$ cat src/rtl/brc_pkg.sv
// ----------------------------------------------------------------------------
// brc_pkg
// Types, codes and constants of the basin region classifier.
// ----------------------------------------------------------------------------
package brc_pkg;

   localparam int MAX_DIMS    = 4;
   localparam int MAX_REGIONS = 16;
   localparam int MAX_BASINS  = 8;
   localparam int VALUE_WIDTH = 32;
   localparam int MASK_BITS   = 8;
   localparam int DIM_W       = 2;
   localparam int BASIN_LIMIT = (MAX_BASINS < MASK_BITS) ? MAX_BASINS : MASK_BITS;
   localparam logic [MASK_BITS-1:0] BASIN_SEL = MASK_BITS'((1 << BASIN_LIMIT) - 1);

   // restoring divider: quotient bits 16 down to 0
   localparam int DIV_STEPS = 17;
   localparam logic [16:0] Q_ONE = 17'h10000;
   localparam logic [63:0] ONE_Q32 = 64'h1_0000_0000;
   localparam logic [35:0] SPH_MAG_MAX = 36'h0_8000_0000;

   localparam logic [1:0] OP_CLASSIFY   = 2'd0;
   localparam logic [1:0] OP_WRITE_GEO  = 2'd1;
   localparam logic [1:0] OP_WRITE_KIND = 2'd2;

   localparam logic [1:0] KIND_RECT    = 2'd0;
   localparam logic [1:0] KIND_SPHERE  = 2'd1;
   localparam logic [1:0] KIND_ELLIPSE = 2'd2;
   localparam logic [1:0] KIND_UNUSED  = 2'd3;

   typedef enum logic [2:0] {
      CSR_DIMS, CSR_REGIONS, CSR_PMASK, CSR_STOP,
      CSR_PERIOD0, CSR_PERIOD1, CSR_PERIOD2, CSR_PERIOD3
   } csr_index_type;

   typedef enum logic [1:0] {MUL_RADIUS, MUL_MAG, MUL_QUOT} mul_src_type;

   typedef struct packed {
      logic        start_item;
      logic        wr_geo;
      logic        wr_kind;
      logic        latch_kind;
      logic        geo_sel;
      logic        latch_w0;
      logic        latch_w1;
      logic        calc_diff;
      logic        calc_red;
      logic        mul_en;
      mul_src_type mul_src;
      logic        r2_load;
      logic        sum_acc;
      logic        div_init;
      logic        div_step;
      logic        dim_inc;
      logic        region_hit;
      logic        reg_inc;
      logic        finish;
   } cmd_type;

   typedef struct packed {
      logic       region_done;
      logic       skip_region;
      logic [1:0] kind;
      logic       dim_first;
      logic       dim_last;
      logic       rect_fail;
      logic       sph_big;
      logic       acc_fail;
      logic       axis_zero;
      logic       mag_nz;
      logic       ell_over;
      logic       div_last;
      logic       q_over;
   } status_type;

endpackage

$ cat src/rtl/brc_ctrl.sv
// ----------------------------------------------------------------------------
// brc_ctrl
// Sequencer: walks regions and dimensions, drives the datapath commands.
// ----------------------------------------------------------------------------
module brc_ctrl (
   input  logic                clock,
   input  logic                reset,
   input  logic                start,
   input  logic [1:0]          req_operation,
   input  brc_pkg::status_type status,
   output brc_pkg::cmd_type    cmd,
   output logic                busy
);

   typedef enum logic [4:0] {
      S_IDLE, S_REG_CHK, S_KIND, S_GEO0, S_GEO1, S_GEO2, S_DIFF, S_RED,
      S_RECT, S_RAD0, S_RAD1, S_SPH_SQ, S_SPH_ACC, S_ELL_CHK, S_ELL_DIV,
      S_ELL_Q, S_ELL_ACC, S_NEXT_DIM, S_NEXT_REG, S_FINISH
   } state_type;

   state_type state_ff, state_in;
   logic      busy_ff;
   logic      accept;

   assign accept = start && !busy_ff;
   assign busy   = busy_ff;

   always_comb begin
      cmd      = '0;
      state_in = state_ff;
      case (state_ff)
         S_IDLE: begin
            if (accept) begin
               case (req_operation)
                  brc_pkg::OP_CLASSIFY: begin
                     cmd.start_item = 1'b1;
                     state_in       = S_REG_CHK;
                  end
                  brc_pkg::OP_WRITE_GEO:  cmd.wr_geo  = 1'b1;
                  brc_pkg::OP_WRITE_KIND: cmd.wr_kind = 1'b1;
                  default: ;
               endcase
            end
         end
         S_REG_CHK: state_in = status.region_done ? S_FINISH : S_KIND;
         S_KIND: begin
            cmd.latch_kind = 1'b1;
            state_in       = status.skip_region ? S_NEXT_REG : S_GEO0;
         end
         S_GEO0: state_in = S_GEO1;
         S_GEO1: begin
            cmd.geo_sel  = 1'b1;
            cmd.latch_w0 = 1'b1;
            state_in     = S_GEO2;
         end
         S_GEO2: begin
            cmd.latch_w1 = 1'b1;
            state_in     = S_DIFF;
         end
         S_DIFF: begin
            cmd.calc_diff = 1'b1;
            state_in      = S_RED;
         end
         S_RED: begin
            cmd.calc_red = 1'b1;
            case (status.kind)
               brc_pkg::KIND_RECT:    state_in = S_RECT;
               brc_pkg::KIND_SPHERE:  state_in = status.dim_first ? S_RAD0 : S_SPH_SQ;
               brc_pkg::KIND_ELLIPSE: state_in = S_ELL_CHK;
               default:               state_in = S_NEXT_REG;
            endcase
         end
         S_RECT: state_in = status.rect_fail ? S_NEXT_REG : S_NEXT_DIM;
         S_RAD0: begin
            cmd.mul_en  = 1'b1;
            cmd.mul_src = brc_pkg::MUL_RADIUS;
            state_in    = S_RAD1;
         end
         S_RAD1: begin
            cmd.r2_load = 1'b1;
            state_in    = S_SPH_SQ;
         end
         S_SPH_SQ: begin
            if (status.sph_big) begin
               state_in = S_NEXT_REG;
            end else begin
               cmd.mul_en  = 1'b1;
               cmd.mul_src = brc_pkg::MUL_MAG;
               state_in    = S_SPH_ACC;
            end
         end
         S_SPH_ACC: begin
            cmd.sum_acc = 1'b1;
            state_in    = status.acc_fail ? S_NEXT_REG : S_NEXT_DIM;
         end
         S_ELL_CHK: begin
            if (status.axis_zero) begin
               state_in = status.mag_nz ? S_NEXT_REG : S_NEXT_DIM;
            end else if (status.ell_over) begin
               state_in = S_NEXT_REG;
            end else begin
               cmd.div_init = 1'b1;
               state_in     = S_ELL_DIV;
            end
         end
         S_ELL_DIV: begin
            cmd.div_step = 1'b1;
            if (status.div_last) begin
               state_in = S_ELL_Q;
            end
         end
         S_ELL_Q: begin
            if (status.q_over) begin
               state_in = S_NEXT_REG;
            end else begin
               cmd.mul_en  = 1'b1;
               cmd.mul_src = brc_pkg::MUL_QUOT;
               state_in    = S_ELL_ACC;
            end
         end
         S_ELL_ACC: begin
            cmd.sum_acc = 1'b1;
            state_in    = status.acc_fail ? S_NEXT_REG : S_NEXT_DIM;
         end
         S_NEXT_DIM: begin
            if (status.dim_last) begin
               cmd.region_hit = 1'b1;
               state_in       = S_NEXT_REG;
            end else begin
               cmd.dim_inc = 1'b1;
               state_in    = S_GEO0;
            end
         end
         S_NEXT_REG: begin
            cmd.reg_inc = 1'b1;
            state_in    = S_REG_CHK;
         end
         S_FINISH: begin
            cmd.finish = 1'b1;
            state_in   = S_IDLE;
         end
         default: state_in = S_IDLE;
      endcase
   end

   always_ff @(posedge clock) begin
      if (reset) begin
         state_ff <= S_IDLE;
         busy_ff  <= 1'b0;
      end else begin
         state_ff <= state_in;
         busy_ff  <= (state_in != S_IDLE);
      end
   end

endmodule

$ cat config.mk
export PLATFORM = sky130hd
export DESIGN_NAME = brc_ctrl
export DESIGN_NICKNAME = d
export VERILOG_FILES = /design/src/rtl/brc_pkg.sv /design/src/rtl/brc_ctrl.sv
export SDC_FILE = /design/constraint.sdc
export NUM_CORES = 1
export LEC_CHECK = 0
export BUFFER_PORTS_ARGS = -buffer_cell sky130_fd_sc_hd__buf_2
export CORE_MARGIN = 5
export CORE_UTILIZATION = 46
export CTS_CLUSTER_DIAMETER = 50
export DETAILED_ROUTE_END_ITERATION = 16
export PLACE_DENSITY = 0.79
export SKIP_LAST_GASP = 1
export SLEW_MARGIN = 10
export SYNTH_ARGS = -nofsm -noshare
export SYNTH_HDL_FRONTEND = slang
export SYNTH_SLANG_ARGS = --single-unit
$ cat constraint.sdc
create_clock -name clock -period 1.8 [get_ports clock]
set_input_delay 0.18 -clock clock [delete_from_list [all_inputs] [get_ports clock]]
set_output_delay 0.18 -clock clock [all_outputs]
set_load 0.01 [all_outputs]
==> metrics.md, run 1 <==
| Metric | Value |
|---|---|
| Final critical-path required period | `1.740 ns` |
| Final Cell Area | `roughly 1300 um^2` |
| Critical Path RT | `1.62 ns` |
| Hold_sp | `reset` |
| Row count | `15` |
| Detail Placement HPWL | `approximately 2.4 mm` |
| Commonest cells after routing, fill and taps aside | `39 x buf_2, 17 x buf_4, 14 x nor2_1` |
| Switching part of the total power | `between 40 and 50%` |
| Critical Path AT | `between 1.5 and 2 ns` |
| Static Leak | `0.5873 nW` |
| N_diodes | `0` |
| Root Driver | `clkbuf_4` |
| Hold Path Class | `in2reg` |
| Synthesized flop and latch total | `6` |
| Avg WL per Cell | `approximately 15 um` |
| Post-route setup TNS | `0 ns` |
| Syn_nets | `around 140` |
| Via total after detailed routing | `1,175` |
| Chip height | `53.57 um` |
| Fin crit share | `between 90% and 100%` |
| Crit-path leading delay family | `simple AND/OR/NAND/NOR gates` |
| Sw Pwr | `between 0.0005 and 0.0006 W` |
| Drt total wl | `between 3 and 4 mm` |
| Vias per cell | `a little under 6` |
| Vias in the first global route | `1,024` |
| Ys flop type | `dfxtp_1` |
| Power share of the sequential group | `a little under a fifth` |
| MaxCap Viol Count | `0` |
| Synth Instances | `between 100 and 150` |
| Final ANT Viol Nets | `0` |
| Reg-to-Reg End | `busy$_SDFF_PP0_` |
| Max FO, Critical Path | `7` |
| Clk slew on worst S/H paths | `0.04 ns` |
| Status | `finished, final reports clean` |
| First-pass GRT wire length | `about 4.3 mm` |
| Port Buffers | `39` |
| Grt ovf | `0` |
| Synth unique cells | `47` |
| Final Max Tran Viols | `0` |
| Final Worst Setup Slack | `around 0.06 ns` |
| Place WS | `between 0.015 and 0.02 ns` |
| Worst reg2reg path depth | `6` |
| Worst path cell trace | `or4b_4 > nor4b_2 > buf_2` |
| Initial antenna violation count | `0` |
| Worst R2R Start | `state_ff[0]$_SDFF_PP0_` |
| Syn Std Cell Area | `between 800 and 900 um^2` |
| Crit Path Class | `reg2out` |
| Max VDD drop | `between 700 and 800 uV` |
| Int Pwr | `approximately 0.00066 W` |
| CTS tree | `built` |
| Post-synth ARST share | `0%` |
| WHS Path Cells | `2` |
| GRT Total Usage | `20.12%` |
| Nets | `slightly below 200` |
| Setup crit end kind | `output port` |
| Max Clk Rate | `0.5746 GHz` |
| Setup violators final | `0` |
| RSZ-0062 raised after global routing | `true` |
| Ys Warns | `0` |
| Core outline area | `about 1800 um^2` |
| Relative slew slack | `~74%` |
| Share of layout cells above drive strength 1 | `47.67%` |
| Total chip power | `0.001223 W` |
| Die area | `about 2900 um^2` |
| First-pass DRT Iterations | `4` |
| Drt drc | `0` |
| Worst-Skew Late Latency | `0.24 ns` |
| CTS Hold Bufs | `0` |
| R2R Setup Slk | `about 0.06 ns` |
| Final hold viol count | `0` |
| Sequential area share after synthesis | `between 10% and 20%` |
| Syn Area/Cell | `around 7.2 um^2` |
| Initial Util | `about half` |
| Pin count of the biggest net entering global routing | `18` |
| Chip width | `53.57 um` |
| Placer Congestion | `about 0.96` |
| Startpoint types | `flop` |
| H-tree depth | `1` |
| Clock buffer depth | `2` |
| Max incr delay on CP | `between 0.5 and 0.6 ns` |
| Layout Skew | `0.003460 ns` |
| Post-synth EDFFs | `0` |
| Iter 0 DRT Violations | `58` |
| Commonest non-fill, non-tap cell in the layout | `buf_2` |
| Clk pwr share | `under 10%` |
| IO Count | `40` |
| Least-Margin Pin Slew | `between 0.3 and 0.4 ns` |
| Hold EP | `state_ff[3]$_SDFF_PP0_` |
| Power density cells | `just under 1000 nW/um^2` |
| Syn-to-layout area delta | `44.27%` |
| Comb pwr share | `~72%` |
| DP Area | `1162 um^2` |
| Clock buffer count from CTS | `3` |
| Crit path buf inv count | `1` |
| Crit path max-delay cell type | `or4b_4` |
| Hold WS | `~0.16 ns` |
| Clock Sinks | `6` |
## worst register-to-register path: stages, from the launching register on
cell     delay [ns]
dfxtp_2        0.35
or4b_4         0.59
nor4_4         0.18
a31o_2         0.16
nor4_2         0.04
buf_4          0.15
a41oi_2        0.19
## how the worst max path moves through the flow
stage                      end                    from  slack (ns)  cells past startpoint
2_1_floorplan  busy$_SDFF_PP0_  state_ff[2]$_SDFF_PP0_        0.19                      6
3_3_place_gp   busy$_SDFF_PP0_  state_ff[3]$_SDFF_PP0_        0.09                      7
3_5_place_dp   busy$_SDFF_PP0_  state_ff[3]$_SDFF_PP0_        0.02                      6
4_1_cts                cmd[10]  state_ff[0]$_SDFF_PP0_     -0.0003                      5
5_1_grt        busy$_SDFF_PP0_  state_ff[2]$_SDFF_PP0_       -0.01                      6
6_report               cmd[18]  state_ff[0]$_SDFF_PP0_        0.06                      3
## layout make-up
cell class	count	area [um^2]
Clock buffer	3	22.52
Fill cell	152	504.2
Inverter	10	37.54
Multi-Input combinational cell	96	708.2
Sequential cell	6	126.4
Tap cell	25	31.28
Timing Repair Buffer	57	334.1
## cells in the mapped netlist, types with 2 or more instances
cell       n  area, um^2
buf_2      7       35.03
ha_1       3       37.54
nand3b_1   2       15.01
nand2b_1   7       43.79
nand3_1    2       10.01
nor4_1     4       25.02
a31o_2     2       17.52
a22oi_1    2       15.01
nor2b_1    7       43.79
nor2_1    14       52.55
nor3_1     8       40.04
or2_2      2       12.51
and3_1     2       12.51
inv_1      9       33.78
o21ai_0    4       20.02
a21oi_1    3       15.01
o32ai_1    2       17.52
nand2_1    4       15.01
dfxtp_1    6       120.1
a31oi_1    3       18.77
a32o_1     2       20.02
o32a_1     2       20.02
## sequential cells by signal, summed over array words and instances (netlist names)
register  count
state_ff      5
busy          1
## cells by family after synthesis
kind of cell	count (synthesis)	synth area share [%]
flip-flops	6	13.75
AO/OA/AOI/OAI	34	31.09
buffers and inverters	20	10.89
AND/OR/NAND/NOR	59	39.97
adder cells (fa/ha/maj)	3	4.298
## through the flow
stage	std cells	util [%]
2_1_floorplan	122	-
3_3_place_gp	192	65.89
3_5_place_dp	192	65.89
4_1_cts	195	67.59
5_1_grt	197	71.42
6_report	197	71.42
## power by group through the flow
| stage | Clock [W] | Combinational (W) | Sequential, W |
|---|---|---|---|
| finish | 0.000118 | 0.000883 | 0.000222 |
| global route | 0.000137 | 0.000944 | 0.000226 |
| CTS | 0.000125 | 0.000814 | 0.000211 |
| detailed placement | 0 | 0.000807 | 0.000214 |
| global placement | 0 | 0.000784 | 0.000215 |
| floorplan | 0 | 0.000528 | 0.000199 |
## metal layers
layer  GRT usage (%)  wire length [um]
met5               0                 0
met4           7.660                69
met3           1.939               181
met2           37.96              1568
met1           22.96              1224
## timing repair
item,CTS,global route
setup buffers,0,2
pin swaps,0,2
gates resized for setup,3,13
gates cloned,0,0
setup endpoints to repair,3,6
No activity file was read; power rests on OpenSTA's default activity.
==> run 2: changes to the inputs <==
--- a/config.mk
+++ b/config.mk
@@ -5,12 +5,13 @@
 export SDC_FILE = /design/constraint.sdc
 export NUM_CORES = 1
 export LEC_CHECK = 0
-export BUFFER_PORTS_ARGS = -buffer_cell sky130_fd_sc_hd__buf_2
 export CORE_MARGIN = 5
-export CORE_UTILIZATION = 46
+export CORE_UTILIZATION = 62
 export CTS_CLUSTER_DIAMETER = 50
 export DETAILED_ROUTE_END_ITERATION = 16
-export PLACE_DENSITY = 0.79
+export DONT_BUFFER_PORTS = 1
+export GPL_ROUTABILITY_DRIVEN = 0
+export PLACE_DENSITY = 0.78
 export SKIP_LAST_GASP = 1
 export SLEW_MARGIN = 10
 export SYNTH_ARGS = -nofsm -noshare
==> constraint.sdc (replaced) <==
create_clock -name clock -period 2 [get_ports clock]
set_input_delay 0.2 -clock clock [delete_from_list [all_inputs] [get_ports clock]]
set_output_delay 0.2 -clock clock [all_outputs]
set_load 0.01 [all_outputs]
==> run 2 against run 1 <==
  * Global-route usage increased by 4.8 points
  * First-iteration DRC count is 1.7% higher
  * Sequential cell count did not move
  * Cell count shrank 27%
  * Count of clock-buffer cells in the layout is the same
  * Clock skew rose by 0.0022 ns
  * Die area shrank 21%
  * Via count is 16% lower
==> metrics.md, run 2 (synthesized netlist as in run 1, its figures left out) <==
| Metric | Value |
|---|---|
| Status | `finished, final reports clean (unchanged)` |
| Post-route setup TNS | `0 ns (unchanged)` |
| Total chip power | `0.0009253 W (was 0.001223 W)` |
| Detail Placement HPWL | `1.986 mm (was 2.359 mm)` |
| First-pass GRT wire length | `4.112 mm (was 4.291 mm)` |
| Least-Margin Pin Slew | `0.5416 ns (was 0.3847 ns)` |
| Power density cells | `960.5 nW/um^2 (was 970.6 nW/um^2)` |
| Final hold viol count | `0 (unchanged)` |
| First-pass DRT Iterations | `4 (unchanged)` |
| Syn-to-layout area delta | `10.32% (was 44.27%)` |
| Number of flip-flops in the largest register | `5 (unchanged)` |
| GRT Total Usage | `24.90% (was 20.12%)` |
| Clk slew on worst S/H paths | `0.05 ns (was 0.04 ns)` |
| CTS Hold Bufs | `0 (unchanged)` |
| Largest Register | `state_ff (unchanged)` |
| Final critical-path required period | `1.904 ns` |
| Critical Path AT | `2.02 ns (was 1.56 ns)` |
| Port Buffers | `0 (was 39)` |
| Final Max Tran Viols | `0 (unchanged)` |
| Core outline area | `1318 um^2 (was 1764 um^2)` |
| Clock buffer depth | `2 (unchanged)` |
| Commonest cells after routing, fill and taps aside | `14 x nor2_1, 13 x buf_4, 9 x inv_1 (was 39 x buf_2, 17 x buf_4, 14 x nor2_1)` |
| Setup violators final | `0 (unchanged)` |
| R2R Setup Slk | `0.1 ns (was 0.06 ns)` |
| Layout Skew | `0.005674 ns (was 0.003460 ns)` |
| Iter 0 DRT Violations | `59 (was 58)` |
| IO Count | `40 (unchanged)` |
| Chip width | `47.53 um (was 53.57 um)` |
| RSZ-0062 raised after global routing | `false (was true)` |
| Drt total wl | `2.577 mm (was 3.043 mm)` |
| Relative slew slack | `63.56% (was 74.30%)` |
| Crit Path Class | `reg2reg (was reg2out)` |
| Via total after detailed routing | `987 (was 1,175)` |
| Drt drc | `0 (unchanged)` |
| Fin crit share | `95.21%` |
| Static Leak | `0.3757 nW (was 0.5873 nW)` |
| Share of layout cells above drive strength 1 | `21.88% (was 47.67%)` |
| Worst-Skew Late Latency | `0.25 ns (was 0.24 ns)` |
| N_diodes | `0 (unchanged)` |
| Grt ovf | `0 (unchanged)` |
| MaxCap Viol Count | `0 (unchanged)` |
| CTS tree | `built (unchanged)` |
| Critical Path RT | `2.12 ns (was 1.62 ns)` |
| Vias in the first global route | `899 (was 1,024)` |
| Fin cells | `143 (was 197)` |
| Max FO, Critical Path | `13 (was 7)` |
| Initial Util | `66.29% (was 49.50%)` |
| Clock buffer count from CTS | `3 (unchanged)` |
| Place WS | `0.1344 ns (was 0.01709 ns)` |
| Met3 Resource Use GR | `3.008% (was 1.939%)` |
| GR Util met1 | `33.56% (was 22.96%)` |
| Avg WL per Cell | `18.02 um (was 15.45 um)` |
| Row count | `13 (was 15)` |
| Initial antenna violation count | `0 (unchanged)` |
| Startpoint types | `flop (unchanged)` |
| Pin count of the biggest net entering global routing | `16 (was 18)` |
| H-tree depth | `1 (unchanged)` |
| Root Driver | `clkbuf_4 (unchanged)` |
| Chip height | `47.53 um (was 53.57 um)` |
| Final ANT Viol Nets | `0 (unchanged)` |
| Most used routing layer | `met2 (unchanged)` |
| Commonest non-fill, non-tap cell in the layout | `nor2_1 (was buf_2)` |
| GR met2 Demand/Resource | `41.44% (was 37.96%)` |
| Max Clk Rate | `0.5252 GHz` |
| Die area | `2259 um^2 (was 2870 um^2)` |
| Nets | `152 (was 196)` |
| Clock Sinks | `6 (unchanged)` |
| Vias per cell | `6.902 (was 5.964)` |
| Setup crit end kind | `flop (was output port)` |
| Final Worst Setup Slack | `0.09582 ns (was 0.05969 ns)` |
| Hold Path Class | `in2reg (unchanged)` |
| Placed insts | `140 (was 192)` |
| Max VDD drop | `463.9 uV (was 706.0 uV)` |
-- run 2: worst max-delay path, stage by stage, from the launching register on --
cell and delay (ns):
dfxtp_1 0.61, or3_1 0.32, nor4_4 0.08, a31o_2 0.21
nor4_1 0.40, a41oi_2 0.16
-- run 2: through the flow --
stage               instance area [um^2]  util (%)  hold slack [ns]
floorplan                          873.3         -           0.2633
global placement                   932.1     70.75           0.2645
detailed placement                 932.1     70.75           0.2665
CTS                                954.7     72.46          0.01221
global route                       963.4     73.12         0.005530
finish                             963.4     73.12         0.007673
-- run 2: where the power goes --
| group | internal, W | switching, W | leakage (nW) | total (W) |
|---|---|---|---|---|
| registers | 0.000154 | 0.0000710 | 0.0500 | 0.000225 |
| clock network | 0.0000680 | 0.0000458 | 0.0138 | 0.000114 |
| logic | 0.000252 | 0.000334 | 0.312 | 0.000586 |
| total | 0.000474 | 0.000451 | 0.376 | 0.000925 |
-- run 2: path summary, 6_finish.rpt --
| check | startpoint | to | depth (start not counted) |
|---|---|---|---|
| worst max-delay path | state_ff[1]$_SDFF_PP0_ | busy$_SDFF_PP0_ | 5 |
| worst min-delay path | reset | busy$_SDFF_PP0_ | 1 |
| worst max register to register | state_ff[1]$_SDFF_PP0_ | busy$_SDFF_PP0_ | 5 |
| worst min register to register | state_ff[4]$_SDFF_PP0_ | state_ff[3]$_SDFF_PP0_ | 3 |
-- run 2: final cells by class --
type | count | area (um^2)
Clock buffer | 3 | 22.52
Fill cell | 116 | 354.1
Inverter | 10 | 37.54
Multi-Input combinational cell | 96 | 664.4
Sequential cell | 6 | 122.6
Tap cell | 15 | 18.77
Timing Repair Buffer | 13 | 97.59
-- run 2: metal layers --
metal / share of wire [%] / vias up
met4: 1.4 / 0
met3: 12 / 6
met5: 0 / -
met2: 47 / 69
li1: - / 466
met1: 39 / 446
-- run 2: what timing repair did --
action / CTS / global route
buffers inserted: 0 / 0
setup endpoints to repair: 0 / 5
gates resized for setup: 0 / 3
hold endpoints to repair: 0 / 0
==> run 3: changes to the inputs <==
--- a/config.mk
+++ b/config.mk
@@ -11,6 +11,7 @@
 export DETAILED_ROUTE_END_ITERATION = 16
 export DONT_BUFFER_PORTS = 1
 export GPL_ROUTABILITY_DRIVEN = 0
+export MAX_ROUTING_LAYER = met4
 export PLACE_DENSITY = 0.78
 export SKIP_LAST_GASP = 1
 export SLEW_MARGIN = 10
==> run 3 against run 2 <==
  * Clock power about the same
  * Power decreased by 0.11%
  * Worst setup slack improved by 0.0068 ns
  * Sequential power about the same
  * Cell area unchanged
  * Die area unchanged
  * Non-clock buffer count unchanged
  * Sequential share of layout area unchanged
  * Combinational power about the same
  * Maximum frequency increased by 0.36%
  * Clock skew about the same
  * Critical path type unchanged
  * Largest cell class unchanged
  * Highest routed layer unchanged
==> metrics.md, run 3 (synthesized netlist as in run 1, its figures left out) <==
| Metric | Value |
|---|---|
| Status | `finished, final reports clean (unchanged)` |
| MaxCap Viol Count | `0 (unchanged)` |
| Detail Placement HPWL | `1.986 mm (unchanged)` |
| Largest Register | `state_ff (unchanged)` |
| Setup crit end kind | `flop (unchanged)` |
| Worst path cell trace | `or3_1 > nor4_4 > a31o_2 > nor4_1 > a41oi_2 (unchanged)` |
| Setup violators final | `0 (unchanged)` |
| Row count | `13 (unchanged)` |
| Commonest cells after routing, fill and taps aside | `14 x nor2_1, 13 x buf_4, 9 x inv_1 (unchanged)` |
| Hold Path Class | `in2reg (unchanged)` |
| Placed insts | `140 (unchanged)` |
| Max FO, Critical Path | `13 (unchanged)` |
| GRT Total Usage | `25.69% (was 24.90%)` |
| Number of flip-flops in the largest register | `5 (unchanged)` |
| Syn-to-layout area delta | `10.32% (unchanged)` |
| Via total after detailed routing | `996 (was 987)` |
| Initial antenna violation count | `0 (unchanged)` |
| First-pass DRT Iterations | `4 (unchanged)` |
| CTS Hold Bufs | `0 (unchanged)` |
| Max VDD drop | `466.5 uV (was 463.9 uV)` |
| # fillers | `116 (unchanged)` |
| Nets | `152 (unchanged)` |
| Power density cells | `959.4 nW/um^2 (was 960.5 nW/um^2)` |
| Chip height | `47.53 um (unchanged)` |
| Root Driver | `clkbuf_4 (unchanged)` |
| Final ANT Viol Nets | `0 (unchanged)` |
| Static Leak | `0.3757 nW (unchanged)` |
| Clk slew on worst S/H paths | `0.05 ns (about the same)` |
| Pin count of the biggest net entering global routing | `16 (unchanged)` |
| Worst-Skew Late Latency | `0.25 ns (about the same)` |
| IO Count | `40 (unchanged)` |
| Clock buffer depth | `2 (unchanged)` |
| Drt drc | `0 (unchanged)` |
| Vias in the first global route | `895 (was 899)` |
| Die area | `2259 um^2 (unchanged)` |
| Initial Util | `66.29% (unchanged)` |
| Final Core Density | `73.12% (unchanged)` |
| Crit Path Class | `reg2reg (unchanged)` |
| Fin crit share | `94.87% (was 95.21%)` |
| Iter 0 DRT Violations | `41 (was 59)` |
| RSZ-0062 raised after global routing | `false (unchanged)` |
| Grt ovf | `0 (unchanged)` |
| H-tree depth | `1 (unchanged)` |
| CTS tree | `built (unchanged)` |
| N_diodes | `0 (unchanged)` |
| Crit path buf inv count | `0 (unchanged)` |
| Drt total wl | `2.557 mm (was 2.577 mm)` |
| Least-Margin Pin Slew | `0.5233 ns (was 0.5416 ns)` |
| Clock Sinks | `6 (unchanged)` |
| Share of layout cells above drive strength 1 | `21.88% (unchanged)` |
| Final hold viol count | `0 (unchanged)` |
| Max Clk Rate | `0.5270 GHz (was 0.5252 GHz)` |
| Total chip power | `0.0009243 W (was 0.0009253 W)` |
| Crit-path leading delay family | `simple AND/OR/NAND/NOR gates (unchanged)` |
| Commonest non-fill, non-tap cell in the layout | `nor2_1 (unchanged)` |
| Chip width | `47.53 um (unchanged)` |
| Crit path max-delay cell type | `dfxtp_1 (unchanged)` |
| Critical Path AT | `2.02 ns (about the same)` |
| Critical Path RT | `2.12 ns (about the same)` |
| Layout Skew | `0.005268 ns (was 0.005674 ns)` |
| Fin cells | `143 (unchanged)` |
| Avg WL per Cell | `17.88 um (was 18.02 um)` |
| Post-route setup TNS | `0 ns (unchanged)` |
| Final Max Tran Viols | `0 (unchanged)` |
| Vias per cell | `6.965 (was 6.902)` |
| Port Buffers | `0 (unchanged)` |
| Clock buffer count from CTS | `3 (unchanged)` |
| Relative slew slack | `64.79% (was 63.56%)` |
| Max incr delay on CP | `0.60 ns (was 0.61 ns)` |
| Core outline area | `1318 um^2 (unchanged)` |
| Final critical-path required period | `1.897 ns (was 1.904 ns)` |
| Startpoint types | `flop (unchanged)` |
| First-pass GRT wire length | `4.112 mm (unchanged)` |
==> run 3: routing by layer <==
metal | global-route usage [%] | vias up | wire [um]
li1 | - | 466 | -
met1 | 33.78 | 462 | 1021
met2 | 41.44 | 62 | 1211
met3 | 2.632 | 6 | 290
met4 | 7.527 | 0 | 34
met5 | - | - | 0
==> run 3: repair_timing <==
item,in CTS,in global routing
setup endpoints to repair,0,5
resized for setup,0,3
setup buffers,0,0
==> run 3: report_power, final <==
group | switching (W) | internal (W)
clock network | 0.0000470 | 0.0000681
registers | 0.0000704 | 0.000154
logic | 0.000333 | 0.000252
total | 0.000450 | 0.000474
==> run 3: path summary, 6_finish.rpt <==
path / from / to / slack, ns / depth (start not counted)
worst min-delay path: reset / busy$_SDFF_PP0_ / 0.005 / 1
worst max register to register: state_ff[1]$_SDFF_PP0_ / busy$_SDFF_PP0_ / 0.10 / 5
worst min register to register: state_ff[4]$_SDFF_PP0_ / state_ff[3]$_SDFF_PP0_ / 0.72 / 3
worst max-delay path: state_ff[1]$_SDFF_PP0_ / busy$_SDFF_PP0_ / 0.10 / 5
==> run 3: area by class of cell <==
class                           instances  area, um^2  area share, %
Timing Repair Buffer                   13       97.59          10.13
Multi-Input combinational cell         96       664.4          68.96
Clock buffer                            3       22.52          2.338
Inverter                               10       37.54          3.896
Sequential cell                         6       122.6          12.73
Tap cell                               15       18.77          1.948
==> run 3: through the flow <==
step | cell area, um^2 | setup WS (ns) | hold WS [ns]
finish | 963.4 | 0.1026 | 0.005278
global route | 963.4 | 0.01831 | 0.005532
CTS | 954.7 | 0.002318 | 0.01221
detailed placement | 932.1 | 0.1344 | 0.2665
global placement | 932.1 | 0.2094 | 0.2645
floorplan | 873.3 | 0.3877 | 0.2633
==> run 3: worst register-to-register path: cells and delay by family (launching register included) <==
kind	cells	cell delay (ns)
flops	1	0.60
compound gates	2	0.37
simple gates	3	0.80
